**src/rtl/core/nnfs_pkg.sv**
```systemverilog
// Package for the nearest-neighbor frame scaler core.
// Types, codes and reset constants shared by all nnfs_* modules; no dependencies.
package nnfs_pkg;

    localparam int LINE_DEPTH_DEF = 512;
    localparam int MAX_COPIES_DEF = 4;
    localparam int RESULT_CAP     = 4;

    localparam int SRC_WIDTH_RST  = 256;
    localparam int SRC_HEIGHT_RST = 240;
    localparam int DST_WIDTH_RST  = 480;
    localparam int DST_HEIGHT_RST = 320;

    localparam int SRC_H_MAX = 512;
    localparam int DST_MAX   = 2048;

    localparam int NUM_W   = 21;
    localparam int PIX_W   = 16;
    localparam int POS_W   = 11;
    localparam int CFG_W   = 12;
    localparam int SRC_W   = 10;
    localparam int DST_W   = 12;
    localparam int TDATA_W = 56;
    localparam int TUSER_W = 4;

    typedef enum logic [1:0] {
        CFG_SRC_WIDTH  = 2'd0,
        CFG_SRC_HEIGHT = 2'd1,
        CFG_DST_WIDTH  = 2'd2,
        CFG_DST_HEIGHT = 2'd3
    } cfg_idx_t;

    typedef enum logic {
        MODE_PIXEL  = 1'b0,
        MODE_REPLAY = 1'b1
    } mode_t;

    typedef enum logic [1:0] {
        STAT_OK          = 2'd0,
        STAT_REPLAY_IDLE = 2'd1,
        STAT_DROPPED     = 2'd2
    } status_t;

    typedef enum logic [3:0] {
        ST_IDLE,
        ST_RUN,
        ST_COL_BOUND,
        ST_SRC_END,
        ST_ROW_ADV,
        ST_OWE_SCAN,
        ST_ROW_BOUND,
        ST_REP_END,
        ST_FINISH
    } state_t;

    typedef struct packed {
        logic [SRC_W-1:0] sw;
        logic [SRC_W-1:0] sh;
        logic [DST_W-1:0] dw;
        logic [DST_W-1:0] dh;
    } geom_t;

    typedef struct packed {
        logic [NUM_W-1:0] add_a;
        logic [NUM_W-1:0] add_b;
        logic [NUM_W-1:0] cmp_a;
        logic [NUM_W-1:0] cmp_b;
    } unit_op_t;

    typedef struct packed {
        logic [NUM_W-1:0] sum;
        logic             less;
    } unit_res_t;

    typedef struct packed {
        logic [PIX_W-1:0] pixel;
        logic [POS_W-1:0] col;
        logic [POS_W-1:0] row;
        logic             pixel_valid;
        status_t          status;
        logic [POS_W-1:0] rows_pending;
        logic             run_last;
        logic             frame_end;
    } result_t;

endpackage

```
**src/rtl/core/nnfs_out_reg.sv**
```systemverilog
// Output register of the frame scaler: holds one result for the master stream.
// Depends on nnfs_pkg for the result type and the stream widths.
module nnfs_out_reg (
    input  logic                         clk,
    input  logic                         rst_n,
    input  logic                         push,
    input  nnfs_pkg::result_t            push_res,
    output logic                         can_load,
    output logic                         m_axis_tvalid,
    input  logic                         m_axis_tready,
    // out_pixel, out_col, out_row, rows_pending, zero fill
    output logic [nnfs_pkg::TDATA_W-1:0] m_axis_tdata,
    // pixel_valid, status, frame_end
    output logic [nnfs_pkg::TUSER_W-1:0] m_axis_tuser,
    output logic                         m_axis_tlast
);

    logic              valid_reg;
    nnfs_pkg::result_t res_reg;

    assign can_load = !valid_reg || m_axis_tready;

    always_ff @(posedge clk or negedge rst_n)
    begin
        if (!rst_n)
        begin
            valid_reg <= 1'b0;
        end
        else if (can_load)
        begin
            valid_reg <= push;
        end
    end

    always_ff @(posedge clk)
    begin
        if (can_load && push)
        begin
            res_reg <= push_res;
        end
    end

    assign m_axis_tvalid = valid_reg;
    assign m_axis_tdata  = {7'd0, res_reg.rows_pending, res_reg.row, res_reg.col,
                            res_reg.pixel};
    assign m_axis_tuser  = {res_reg.frame_end, res_reg.status, res_reg.pixel_valid};
    assign m_axis_tlast  = res_reg.run_last;

endmodule

```
**config.mk**
```make
export PLATFORM = sky130hd
export DESIGN_NAME = nnfs_out_reg
export DESIGN_NICKNAME = d
export VERILOG_FILES = /design/src/rtl/core/nnfs_pkg.sv /design/src/rtl/core/nnfs_out_reg.sv
export SDC_FILE = /design/constraint.sdc
export NUM_CORES = 1
export LEC_CHECK = 0
export BUFFER_PORTS_ARGS = -buffer_cell sky130_fd_sc_hd__buf_2
export CAP_MARGIN = 20
export CORE_MARGIN = 5
export CORE_UTILIZATION = 36
export CTS_CLUSTER_DIAMETER = 200
export DETAILED_ROUTE_END_ITERATION = 10
export GPL_TIMING_DRIVEN = 0
export PLACE_DENSITY = 0.81
export SYNTH_ARGS = -nofsm -noshare
export SYNTH_HDL_FRONTEND = slang
export SYNTH_SLANG_ARGS = --single-unit
```
**constraint.sdc**
```tcl
create_clock -name clk -period 1.4 [get_ports clk]
set_input_delay 0.14 -clock clk [delete_from_list [all_inputs] [get_ports clk]]
set_output_delay 0.14 -clock clk [all_outputs]
set_load 0.01 [all_outputs]
```
==> results by group <==
Clocking
  – CTS tree: yes
  – Cts bufs inserted: 5
  – CTS root buf: sky130_fd_sc_hd__clkbuf_8
  – Worst-skew pair later-pin latency: 0.29 ns
  – H-Tree Depth: 2
  – Number of sinks on the clock net: 55
  – Maximum root-to-sink buffer count: 2
  – Clock-pin slew on the worst setup and hold paths: about 0.09 ns

Worst setup path
  – Critical Path, Cell by Cell: nand2b_4, and2_4
  – Required time of the critical path: 1.37 ns
  – Count of buffer and inverter cells on the critical path: 0
  – Startpoint class of the critical path: flip-flop
  – CP Data Arrival Time: 1.19 ns
  – Slowest stage cell on the critical path: sky130_fd_sc_hd__dfrtp_1
  – Largest stage delay, worst path: 0.41 ns
  – Setup crit end kind: flip-flop
  – Max FO, Critical Path: 27
  – Worst Setup Path Type: reg -> reg
  – Largest delay contributor family on the critical path: simple AND/OR/NAND/NOR gates

Floorplanning
  – # IOs: 121
  – Starting utilization of the core area: between 30% and 40%
  – Die Wd: 79.4 µm
  – Area of the core: 4690 µm²
  – Die Ht: roughly 80 µm
  – Number of cell rows: 25
  – Total Die Area: 6300 µm²

Outcome
  – Result of the run: finished, final reports clean

Timing
  – Final TNS setup: 0 ns
  – Fin. max-slew vios: 0
  – Unrepaired setup endpoints after global routing: false
  – Final setup violating endpoints: 0
  – Min Tclk post-route: 1.23 ns
  – Worst hold slack across all endpoints: 0.0142 ns
  – Clk_skew: 0.00238 ns
  – Crit share post-route: 87.7%
  – FMAX: 815 MHz
  – Number of hold-slack violations in the final timing report: 0

Global routing
  – Grt met2 use: a little over a fifth
  – Antenna violations before repair: 0
  – Total congestion overflow: 0
  – First-pass GRT wire length: 5590 µm
  – Met1 Usage GRT: 13.0%
  – Met3 track demand over resource: 5.90%
  – Via count of the first global-routing pass: 1076
  – Maximum number of pins on one net before global-route repair: 28
  – Overall track demand over capacity in global routing: 12.1%
  – Highest-utilization routing layer at the global route stage: met2

Pwr
  – IR drop worst, VDD: between 0.6 and 0.7 mV
  – Static leakage: ~0.0012 µW
  – Power density normalized to cell area: 1150 nW/µm²

Yosys
  – Portion of the post-synthesis area used by sequential elements: 95.1%
  – Number of distinct library cells after synthesis: 7
  – Synth warn: 0
  – Post-synthesis area per instance: approximately 26 µm²
  – Cell Area, Synth: 1730 µm²
  – Post-Synthesis Cells: 66
  – Post-synthesis register bit count: 55

Detailed routing
  – Total Wirelength: 3840 µm
  – Routed length per placed instance: around 14 µm
  – Via count: 1095
  – Number of nets still failing antenna checks after routing: 0
  – Number of remaining DRC errors: 0
  – First-pass detailed-route iteration total: 2
  – Via density per instance: approximately 4.1
  – First DRT Iteration DRCs: 37

Layout
  – Ant. Diodes: 0
  – Proportion of layout cells with a drive suffix above 1: 60.7%
  – Number of nets in the layout: 268
  – Cell Count, Final, Fillers Out: roughly 270
  – FILL cells: 393
  – Most common library cell in the layout ignoring fill and taps: sky130_fd_sc_hd__buf_2
  – Storage element area: 1650 µm²
  – Multi-input logic area: around 64 µm²
  – Layout overhead on the synthesized area: 52.8%
  – Most frequent cells in the layout: sky130_fd_sc_hd__buf_2 (113), sky130_fd_sc_hd__edfxtp_1 (54), sky130_fd_sc_hd__dlygate4sd3_1 (17), sky130_fd_sc_hd__buf_4 (7), sky130_fd_sc_hd__conb_1 (7)

Min path
  – Worst Hold Class: in -> reg

Placement
  – Global placer's final weighted congestion: 0.618
  – Number of port buffers: 113
  – Placed Cells incl. Taps: 239

Flow run
  – Maxcap violations: 0
## per-stage QoR
stage	util, %	power (µW)	worst slack, ns	area (µm²)
after global routing	56.4	3200	0.102	2650
after CTS	53.0	3050	0.150	2490
after detailed placement	50.9	2260	-0.0670	2390
after floorplan	-	2090	0.0133	1750
after global placement	50.9	2250	-0.0247	2390
final	56.4	3050	0.173	2650
## state kept, by name, summed over array words and instances, names as in the netlist
register,flops
m_axis_tlast,1
m_axis_tdata,49
m_axis_tuser,4
m_axis_tvalid,1
## worst paths after layout
kind                          startpoint                to  slack, ns  depth (start not counted)
max in group asynchronous          rst_n     m_axis_tvalid       1.16                          2
min reg2reg                m_axis_tvalid     m_axis_tvalid       0.58                          2
max reg2reg                m_axis_tvalid  m_axis_tdata[26]       0.17                          2
min                         push_res[50]  m_axis_tdata[12]       0.01                          1
max                        m_axis_tvalid  m_axis_tdata[26]       0.17                          2
min in group asynchronous          rst_n     m_axis_tvalid       0.16                          2
## what timing repair did
action                     CTS  global route
setup endpoints to repair   54             0
hold endpoints to repair     1            16
buffers inserted             0             0
hold buffers                 1            16
gates resized for setup      1             0
## report_power, final
part,internal [µW],switching (µW)
Combinational,163,161
Sequential,1910,19.7
Clock,342,452
## cells in the mapped netlist
cell | instances | area share, %
sky130_fd_sc_hd__edfxtp_1 | 54 | 94
sky130_fd_sc_hd__buf_4 | 7 | 3.0
sky130_fd_sc_hd__and2_4 | 1 | 0.51
sky130_fd_sc_hd__conb_1 | 1 | 0.22
sky130_fd_sc_hd__dfrtp_1 | 1 | 1.4
sky130_fd_sc_hd__nand2b_1 | 1 | 0.36
sky130_fd_sc_hd__nand2b_4 | 1 | 0.79
## area by class of cell
cell class | instances | share of cell area, %
timing repair buffer | 130 | 27.8
clock inverter | 2 | 0.284
buffer | 7 | 1.99
sequential | 55 | 62.2
clock buffer | 6 | 2.74
tap | 54 | 2.55
multi-input combinational | 11 | 2.41
## routing by layer
| layer | wire [µm] | share of wire [%] |
|---|---|---|
| met1 | 1390 | 36 |
| met2 | 2020 | 53 |
| met3 | 397 | 10 |
| met4 | 27 | 0.70 |
| met5 | 0 | 0 |
## cells by family after synthesis
family / synth area share, %
DFF: 95.1
buffers and inverters: 3.03
and+or+nand+nor: 1.66
other: 0.217
No activity file was read; power rests on OpenSTA's default activity.
