[src/rtl/core/nnfs_pkg.sv]
// Package for the nearest-neighbor frame scaler core.
// Types, codes and reset constants shared by all nnfs_* modules; no dependencies.
package nnfs_pkg;

    localparam int LINE_DEPTH_DEF = 512;
    localparam int MAX_COPIES_DEF = 4;
    localparam int RESULT_CAP     = 4;

    localparam int SRC_WIDTH_RST  = 256;
    localparam int SRC_HEIGHT_RST = 240;
    localparam int DST_WIDTH_RST  = 480;
    localparam int DST_HEIGHT_RST = 320;

    localparam int SRC_H_MAX = 512;
    localparam int DST_MAX   = 2048;

    localparam int NUM_W   = 21;
    localparam int PIX_W   = 16;
    localparam int POS_W   = 11;
    localparam int CFG_W   = 12;
    localparam int SRC_W   = 10;
    localparam int DST_W   = 12;
    localparam int TDATA_W = 56;
    localparam int TUSER_W = 4;

    typedef enum logic [1:0] {
        CFG_SRC_WIDTH  = 2'd0,
        CFG_SRC_HEIGHT = 2'd1,
        CFG_DST_WIDTH  = 2'd2,
        CFG_DST_HEIGHT = 2'd3
    } cfg_idx_t;

    typedef enum logic {
        MODE_PIXEL  = 1'b0,
        MODE_REPLAY = 1'b1
    } mode_t;

    typedef enum logic [1:0] {
        STAT_OK          = 2'd0,
        STAT_REPLAY_IDLE = 2'd1,
        STAT_DROPPED     = 2'd2
    } status_t;

    typedef enum logic [3:0] {
        ST_IDLE,
        ST_RUN,
        ST_COL_BOUND,
        ST_SRC_END,
        ST_ROW_ADV,
        ST_OWE_SCAN,
        ST_ROW_BOUND,
        ST_REP_END,
        ST_FINISH
    } state_t;

    typedef struct packed {
        logic [SRC_W-1:0] sw;
        logic [SRC_W-1:0] sh;
        logic [DST_W-1:0] dw;
        logic [DST_W-1:0] dh;
    } geom_t;

    typedef struct packed {
        logic [NUM_W-1:0] add_a;
        logic [NUM_W-1:0] add_b;
        logic [NUM_W-1:0] cmp_a;
        logic [NUM_W-1:0] cmp_b;
    } unit_op_t;

    typedef struct packed {
        logic [NUM_W-1:0] sum;
        logic             less;
    } unit_res_t;

    typedef struct packed {
        logic [PIX_W-1:0] pixel;
        logic [POS_W-1:0] col;
        logic [POS_W-1:0] row;
        logic             pixel_valid;
        status_t          status;
        logic [POS_W-1:0] rows_pending;
        logic             run_last;
        logic             frame_end;
    } result_t;

endpackage

[src/rtl/core/nnfs_addcmp.sv]
// Shared 21-bit add and compare unit of the frame scaler.
// Depends on nnfs_pkg.
module nnfs_addcmp (
    input  nnfs_pkg::unit_op_t  op,
    output nnfs_pkg::unit_res_t res
);

    assign res.sum  = op.add_a + op.add_b;
    assign res.less = (op.cmp_a < op.cmp_b);

endmodule

[config.mk]
export PLATFORM = sky130hd
export DESIGN_NAME = nnfs_addcmp
export DESIGN_NICKNAME = d
export VERILOG_FILES = /design/src/rtl/core/nnfs_pkg.sv /design/src/rtl/core/nnfs_addcmp.sv
export SDC_FILE = /design/constraint.sdc
export NUM_CORES = 1
export LEC_CHECK = 0
export ABC_AREA = 1
export BUFFER_PORTS_ARGS = -buffer_cell sky130_fd_sc_hd__buf_2
export CAP_MARGIN = 15
export CORE_MARGIN = 2
export CORE_UTILIZATION = 39
export DETAILED_ROUTE_END_ITERATION = 10
export GPL_ROUTABILITY_DRIVEN = 0
export GPL_TIMING_DRIVEN = 0
export PLACE_DENSITY = 0.72
export SYNTH_ARGS = -nofsm -noshare
export SYNTH_HDL_FRONTEND = slang
export SYNTH_SLANG_ARGS = --single-unit
[constraint.sdc]
create_clock -name vclk -period 4
set_input_delay 0.2 -clock vclk [all_inputs]
set_output_delay 0.2 -clock vclk [all_outputs]
set_load 0.05 [all_outputs]
==> results of run 1 <==
cells in the mapped netlist:
master,n
a21oi_1,22
a21oi_2,1
and2_4,2
fa_1,1
ha_1,40
inv_1,66
nand2_1,119
nand2_2,7
nand3_1,20
nand3_2,3
nand3b_1,1
nand4_1,5
nor2_1,24
nor2_2,4
nor2_4,2
nor3_1,3
nor3_2,2
o21a_1,1
o21ai_0,4
o21bai_1,4
xnor2_1,1
xor2_1,9
placed cells by master (no fill, tap or decap), drive strengths merged:
cell type and instances:
nand2 126, a21oi 23, ha 40, nor2 30, o21a 1, nand3 23, nand4 5, buf 106
and2 2, xnor2 1, o21bai 4, nand3b 1, nor3 5, o21ai 4, inv 66, fa 1
xor2 9
worst paths after layout:
check / start / end / slack (ps) / cells after the start
max: op[42] / res[17] / 1830 / 11
min: op[63] / res[1] / 820 / 3
cell type report:
class                           count  area [um^2]
Fill cell                         499         2212
Inverter                           66        247.7
Multi-Input combinational cell    275         1634
Tap cell                           54        67.56
Timing Repair Buffer              106        530.5
cell families after synthesis:
logic type,Yosys count
buf+inv,66
compound gates,32
xor+xnor,10
fa+ha+maj,41
simple gates,192
power by group:
part           internal [mW]  switching [mW]  total (mW)
logic                  0.150           0.327       0.478
registers                  0               0           0
clock network              0               0           0
metal layers:
metal  vias up  routed length, um
met3         8                302
met1       952               2209
met2        85               2367
li1       1287                  -
met4         0                 69
met5         -                  0
stage by stage:
stage	worst slack, ps	util, %	power (mW)
2_1_floorplan	1830	-	0.3576
3_3_place_gp	1834	52.85	0.4754
3_5_place_dp	1821	52.85	0.4794
4_1_cts	1810	52.85	0.4814
5_1_grt	1664	52.85	0.5275
6_report	1826	52.85	0.4777
==> results.sh, run 1 <==
export IMPL_grt_pass1_vias=2072
export IMPL_drv_cap=0
export IMPL_first_iter_violations=51
export IMPL_min_period_over_period_pct=54.36
export IMPL_syn_area_um2=1882
export IMPL_ys_types=22
export IMPL_crit_required_ps=3800
export IMPL_hold_slack_ps=823.3
export IMPL_worst_pin_slew_ps=261.2
export IMPL_synth_fa_ha_area_share_pct=27.66
export IMPL_vias=2332
export IMPL_grt_start_max_net_pins=7
export IMPL_drc=0
export IMPL_crit_type="input port to output pin"
export IMPL_post_cts_resize_count=0
export IMPL_antenna_found_initial=0
export IMPL_hold_viol=0
export IMPL_insertedDiodeCount=0
export IMPL_slowest_stage="fa_1"
export IMPL_synthSimpleGateAreaFrac_pct=45.15
export IMPL_grt_busiest_layer="met2"
export IMPL_yosysWarnings=0
export IMPL_die_x_um=73.47
export IMPL_cp_max_fo=4
export IMPL_nNetsFinal=574
export IMPL_synth_compound_area_share_pct=9.375
export IMPL_hold_buffers=0
export IMPL_synthMuxAreaShare_pct=0
export IMPL_syn2layout_area_growth_pct=31.78
export IMPL_fp_coreArea_um2=4692
export IMPL_wl_per_cell_um=9.876
export IMPL_end_kind="output pin"
export IMPL_p_per_area_nw_per_um2=192.6
export IMPL_path_delay_family="simple AND/OR/NAND/NOR gates"
export IMPL_ys_top_cells_by_area="ha_1 27%, nand2_1 24%, inv_1 13%"
export IMPL_synthesis_nets=466
export IMPL_instances_no_fill=501
export IMPL_dpl_cell_count=501
export IMPL_start_util_pct=40.11
export IMPL_post_cts_buffers=0
export IMPL_rsz0062_at_grt="no"
export IMPL_rows=25
export IMPL_p_leak_nw=1.619
export IMPL_die_height_um=73.47
export IMPL_slew_viol_final=0
export IMPL_syn_inst=341
export IMPL_arrival_ps=1970
export IMPL_syn_area_per_cell_um2=5.518
export IMPL_synth_top_family_by_area="simple AND/OR/NAND/NOR gates"
export IMPL_port_buffers=106
export IMPL_wl_mm=4.948
export IMPL_grt_use_met3_pct=0.6859
export IMPL_design_seq_count=0
export IMPL_placed_cell_area_um2=2480
export IMPL_synth_xor_area_share_pct=4.654
export IMPL_grt_usage_pct=17.84
export IMPL_crit_chain="buf_2 -> ha_1 -> fa_1 -> nand3_1 -> nand3_1 -> nand2_1 -> nand3_2 -> nand2_1 -> nand3_1 -> nand2_1 -> buf_2"
export IMPL_clock_fmax_mhz=459.9
export IMPL_finalSetupTns_ps=0
export IMPL_fin_area_um2=2480
export IMPL_worst_slew_margin_rel_pct=82.71
export IMPL_worst_setup_path_start_kind="input port"
export IMPL_yosysSeqAreaShare_pct=0
export IMPL_outcome="complete, no violations"
export IMPL_design_die_area_um2=5397
export IMPL_seq_area_um2=0
export IMPL_via_per_inst=4.655
export IMPL_num_clock_buffers=0
export IMPL_timing_final_crit_period_ps=2174
export IMPL_postRouteAntennaNets=0
export IMPL_crit_buf_inv=2
export IMPL_finalSetupViolCount=0
export IMPL_drive_gt1_share_pct=28.41
export IMPL_hold_class="input port to output pin"
export IMPL_hpwlAfterDp_mm=4.583
export IMPL_met1_usage_pct=22.18
export IMPL_use_met2_pct=34.03
export IMPL_synth_top_area_share_pct=26.60
export IMPL_synth_largest_area_cell="ha_1"
export IMPL_overflow=0
export IMPL_grt_pass1_wl_mm=8.079
export IMPL_cpPeakStageDelay_ps=460
export IMPL_first_pass_iters=4
export IMPL_io_pins=106
export IMPL_ir_drop_uv=129.9
(Power assumes the default switching activity.)
==> run 2: changes to the inputs <==
--- a/config.mk
+++ b/config.mk
@@ -5,7 +5,7 @@
 export SDC_FILE = /design/constraint.sdc
 export NUM_CORES = 1
 export LEC_CHECK = 0
-export ABC_AREA = 1
+export ABC_AREA = 0
 export BUFFER_PORTS_ARGS = -buffer_cell sky130_fd_sc_hd__buf_2
 export CAP_MARGIN = 15
 export CORE_MARGIN = 2
@@ -13,7 +13,7 @@
 export DETAILED_ROUTE_END_ITERATION = 10
 export GPL_ROUTABILITY_DRIVEN = 0
 export GPL_TIMING_DRIVEN = 0
-export PLACE_DENSITY = 0.72
+export PLACE_DENSITY = 0.76
 export SYNTH_ARGS = -nofsm -noshare
 export SYNTH_HDL_FRONTEND = slang
 export SYNTH_SLANG_ARGS = --single-unit
==> constraint.sdc (replaced) <==
create_clock -name vclk -period 2.2
set_input_delay 0.11 -clock vclk [all_inputs]
set_output_delay 0.11 -clock vclk [all_outputs]
set_load 0.05 [all_outputs]
==> run 2 against run 1 <==
  * The flow now finishes with violations (setup timing)
  * Combinational power rose by 110%
  * Sequential cell count stayed put
  * Synthesized cell count shrank 40%
  * Cell area decreased by 2.5%
==> results.sh, run 2 <==
export IMPL_hold_viol=0
export IMPL_ys_types=39
export IMPL_io_pins=106
export IMPL_design_die_area_um2=4502
export IMPL_nNetsFinal=445
export IMPL_hold_slack_ps=642.0
export IMPL_end_kind="output pin"
export IMPL_ys_top_cells_by_area="ha_1 32%, a21o_1 8.7%, xnor2_1 7.3%"
export IMPL_cp_max_fo=2
export IMPL_drv_cap=0
export IMPL_grt_usage_pct=17.67
export IMPL_die_x_um=67.10
export IMPL_hpwlAfterDp_mm=3.669
export IMPL_synth_top_area_share_pct=32.23
export IMPL_grt_start_max_net_pins=10
export IMPL_num_clock_buffers=0
export IMPL_crit_required_ps=2090
export IMPL_p_per_area_nw_per_um2=411.5
export IMPL_start_util_pct=41.48
export IMPL_multiInputGateArea_um2=1622
export IMPL_violations="setup timing"
export IMPL_fp_coreArea_um2=3744
export IMPL_rows=22
export IMPL_die_height_um=67.10
export IMPL_arrival_ps=2130
export IMPL_clock_fmax_mhz=445.6
export IMPL_final_cell_mix="97 x buf_2, 36 x ha_1, 23 x inv_1"
export IMPL_synth_largest_area_cell="ha_1"
export IMPL_hold_buffers=0
export IMPL_antenna_found_initial=0
export IMPL_grt_pass1_wl_mm=6.534
export IMPL_min_period_over_period_pct=102.0
export IMPL_setup_ws_ps=-43.96
export IMPL_yosysSeqAreaShare_pct=0
export IMPL_timing_final_crit_period_ps=2244
export IMPL_fill_cells=361
export IMPL_rsz0062_at_grt="yes"
export IMPL_drive_gt1_share_pct=44.65
export IMPL_synthesis_nets=330
export IMPL_ir_drop_uv=335.9
export IMPL_slew_viol_final=0
export IMPL_first_pass_iters=4
export IMPL_yosysMostFrequentCell="ha_1"
export IMPL_postRouteAntennaNets=0
export IMPL_seq_area_um2=0
export IMPL_worst_pin_slew_ps=433.3
export IMPL_grt_pass1_vias=1659
export IMPL_worst_setup_path_start_kind="input port"
export IMPL_wl_mm=4.284
export IMPL_vias=1883
export IMPL_fin_area_um2=2419
export IMPL_final_core_util_pct=64.61
export IMPL_insertedDiodeCount=0
export IMPL_worst_slew_margin_rel_pct=70.90
export IMPL_design_seq_count=0
export IMPL_dp_slack_ps=-370.9
export IMPL_syn_area_per_cell_um2=7.574
export IMPL_syn_inst=205
export IMPL_synthTopCellsByCount="40 x ha_1, 23 x inv_1, 19 x a21oi_1, 18 x a21o_1, 14 x nand2_1"
export IMPL_wl_per_cell_um=11.70
export IMPL_layout_commonest_cell="buf_2"
export IMPL_syn_area_um2=1553
export IMPL_finalSetupViolCount=2
export IMPL_overflow=0
export IMPL_hold_class="input port to output pin"
export IMPL_yosysWarnings=0
export IMPL_syn2layout_area_growth_pct=55.76
export IMPL_via_per_inst=5.145
export IMPL_p_leak_nw=1.367
export IMPL_crit_type="input port to output pin"
export IMPL_drc=0
export IMPL_port_buffers=106
export IMPL_first_iter_violations=26
export IMPL_outcome="complete, but fails checks"
export IMPL_placed_cell_area_um2=2225
==> run 2: cell types whose count changed after synthesis, moves of 4 or more <==
cell	before	now
nor2_2	4	0
o211ai_1	0	4
inv_1	66	23
xnor2_1	1	13
nand2_1	119	14
nand2_2	7	0
nand3_1	20	6
nor2_1	24	12
a21o_1	0	18
o21ai_1	0	4
xor2_1	9	4
==> run 2: cell type report <==
type	count	area share, %
multi-input combinational	179	67.05
tap	48	2.483
timing repair buffer	113	26.33
inverter	23	3.570
buffer	3	0.5691
==> run 2: path summary, 6_finish.rpt <==
kind  startpoint  endpoint  slack [ps]  cells after the start
max       op[63]   res[11]         -40                     10
min       op[42]    res[1]         640                      3
==> run 2: cell families (layout without fill, tap and decap cells) <==
logic type      Yosys count  in the layout  synth area share, %
compound gates           72             72                34.57
xor+xnor                 17             17                9.589
fa+ha+maj                41             41                33.52
buf+inv                  26            139                6.446
mux                       1              1               0.6447
simple gates             48             48                15.23
==> run 2: report_power, final <==
part	internal, mW	switching, mW	leakage, nW
sequential	0	0	0
combinational	0.378	0.618	1.37
clock	0	0	0
==> run 2: worst max-delay path: stages <==
cell and delay [ps]:
buf_6 100, ha_4 150, fa_2 340, a21o_1 200
a221oi_4 370, buf_4 190, nor2_2 50, o41ai_2 260
xnor2_1 160, buf_4 210
==> run 2: through the flow <==
step	total power, mW	TNS [ps]	std cells
after floorplan	0.6923	-141.6	205
after global placement	0.8901	-1139	359
after detailed placement	0.9022	-1508	359
after CTS	0.9455	-79.32	364
after global routing	1.071	-355.0	366
final	0.9953	-69.09	366
==> run 2: timing repair <==
action	CTS	global route
endpoints found under the setup margin	7	9
resized for setup	10	27
cloned	0	0
pin swaps	9	4
buffers inserted	5	2
==> run 2: routing by layer <==
metal | up-vias | share of wire [%] | GRT usage, %
met3 | 4 | 5.0 | 0.6757
met1 | 846 | 40 | 21.17
met2 | 49 | 54 | 35.15
met4 | 0 | 0.89 | 2.041
met5 | - | 0 | 0
li1 | 984 | - | -
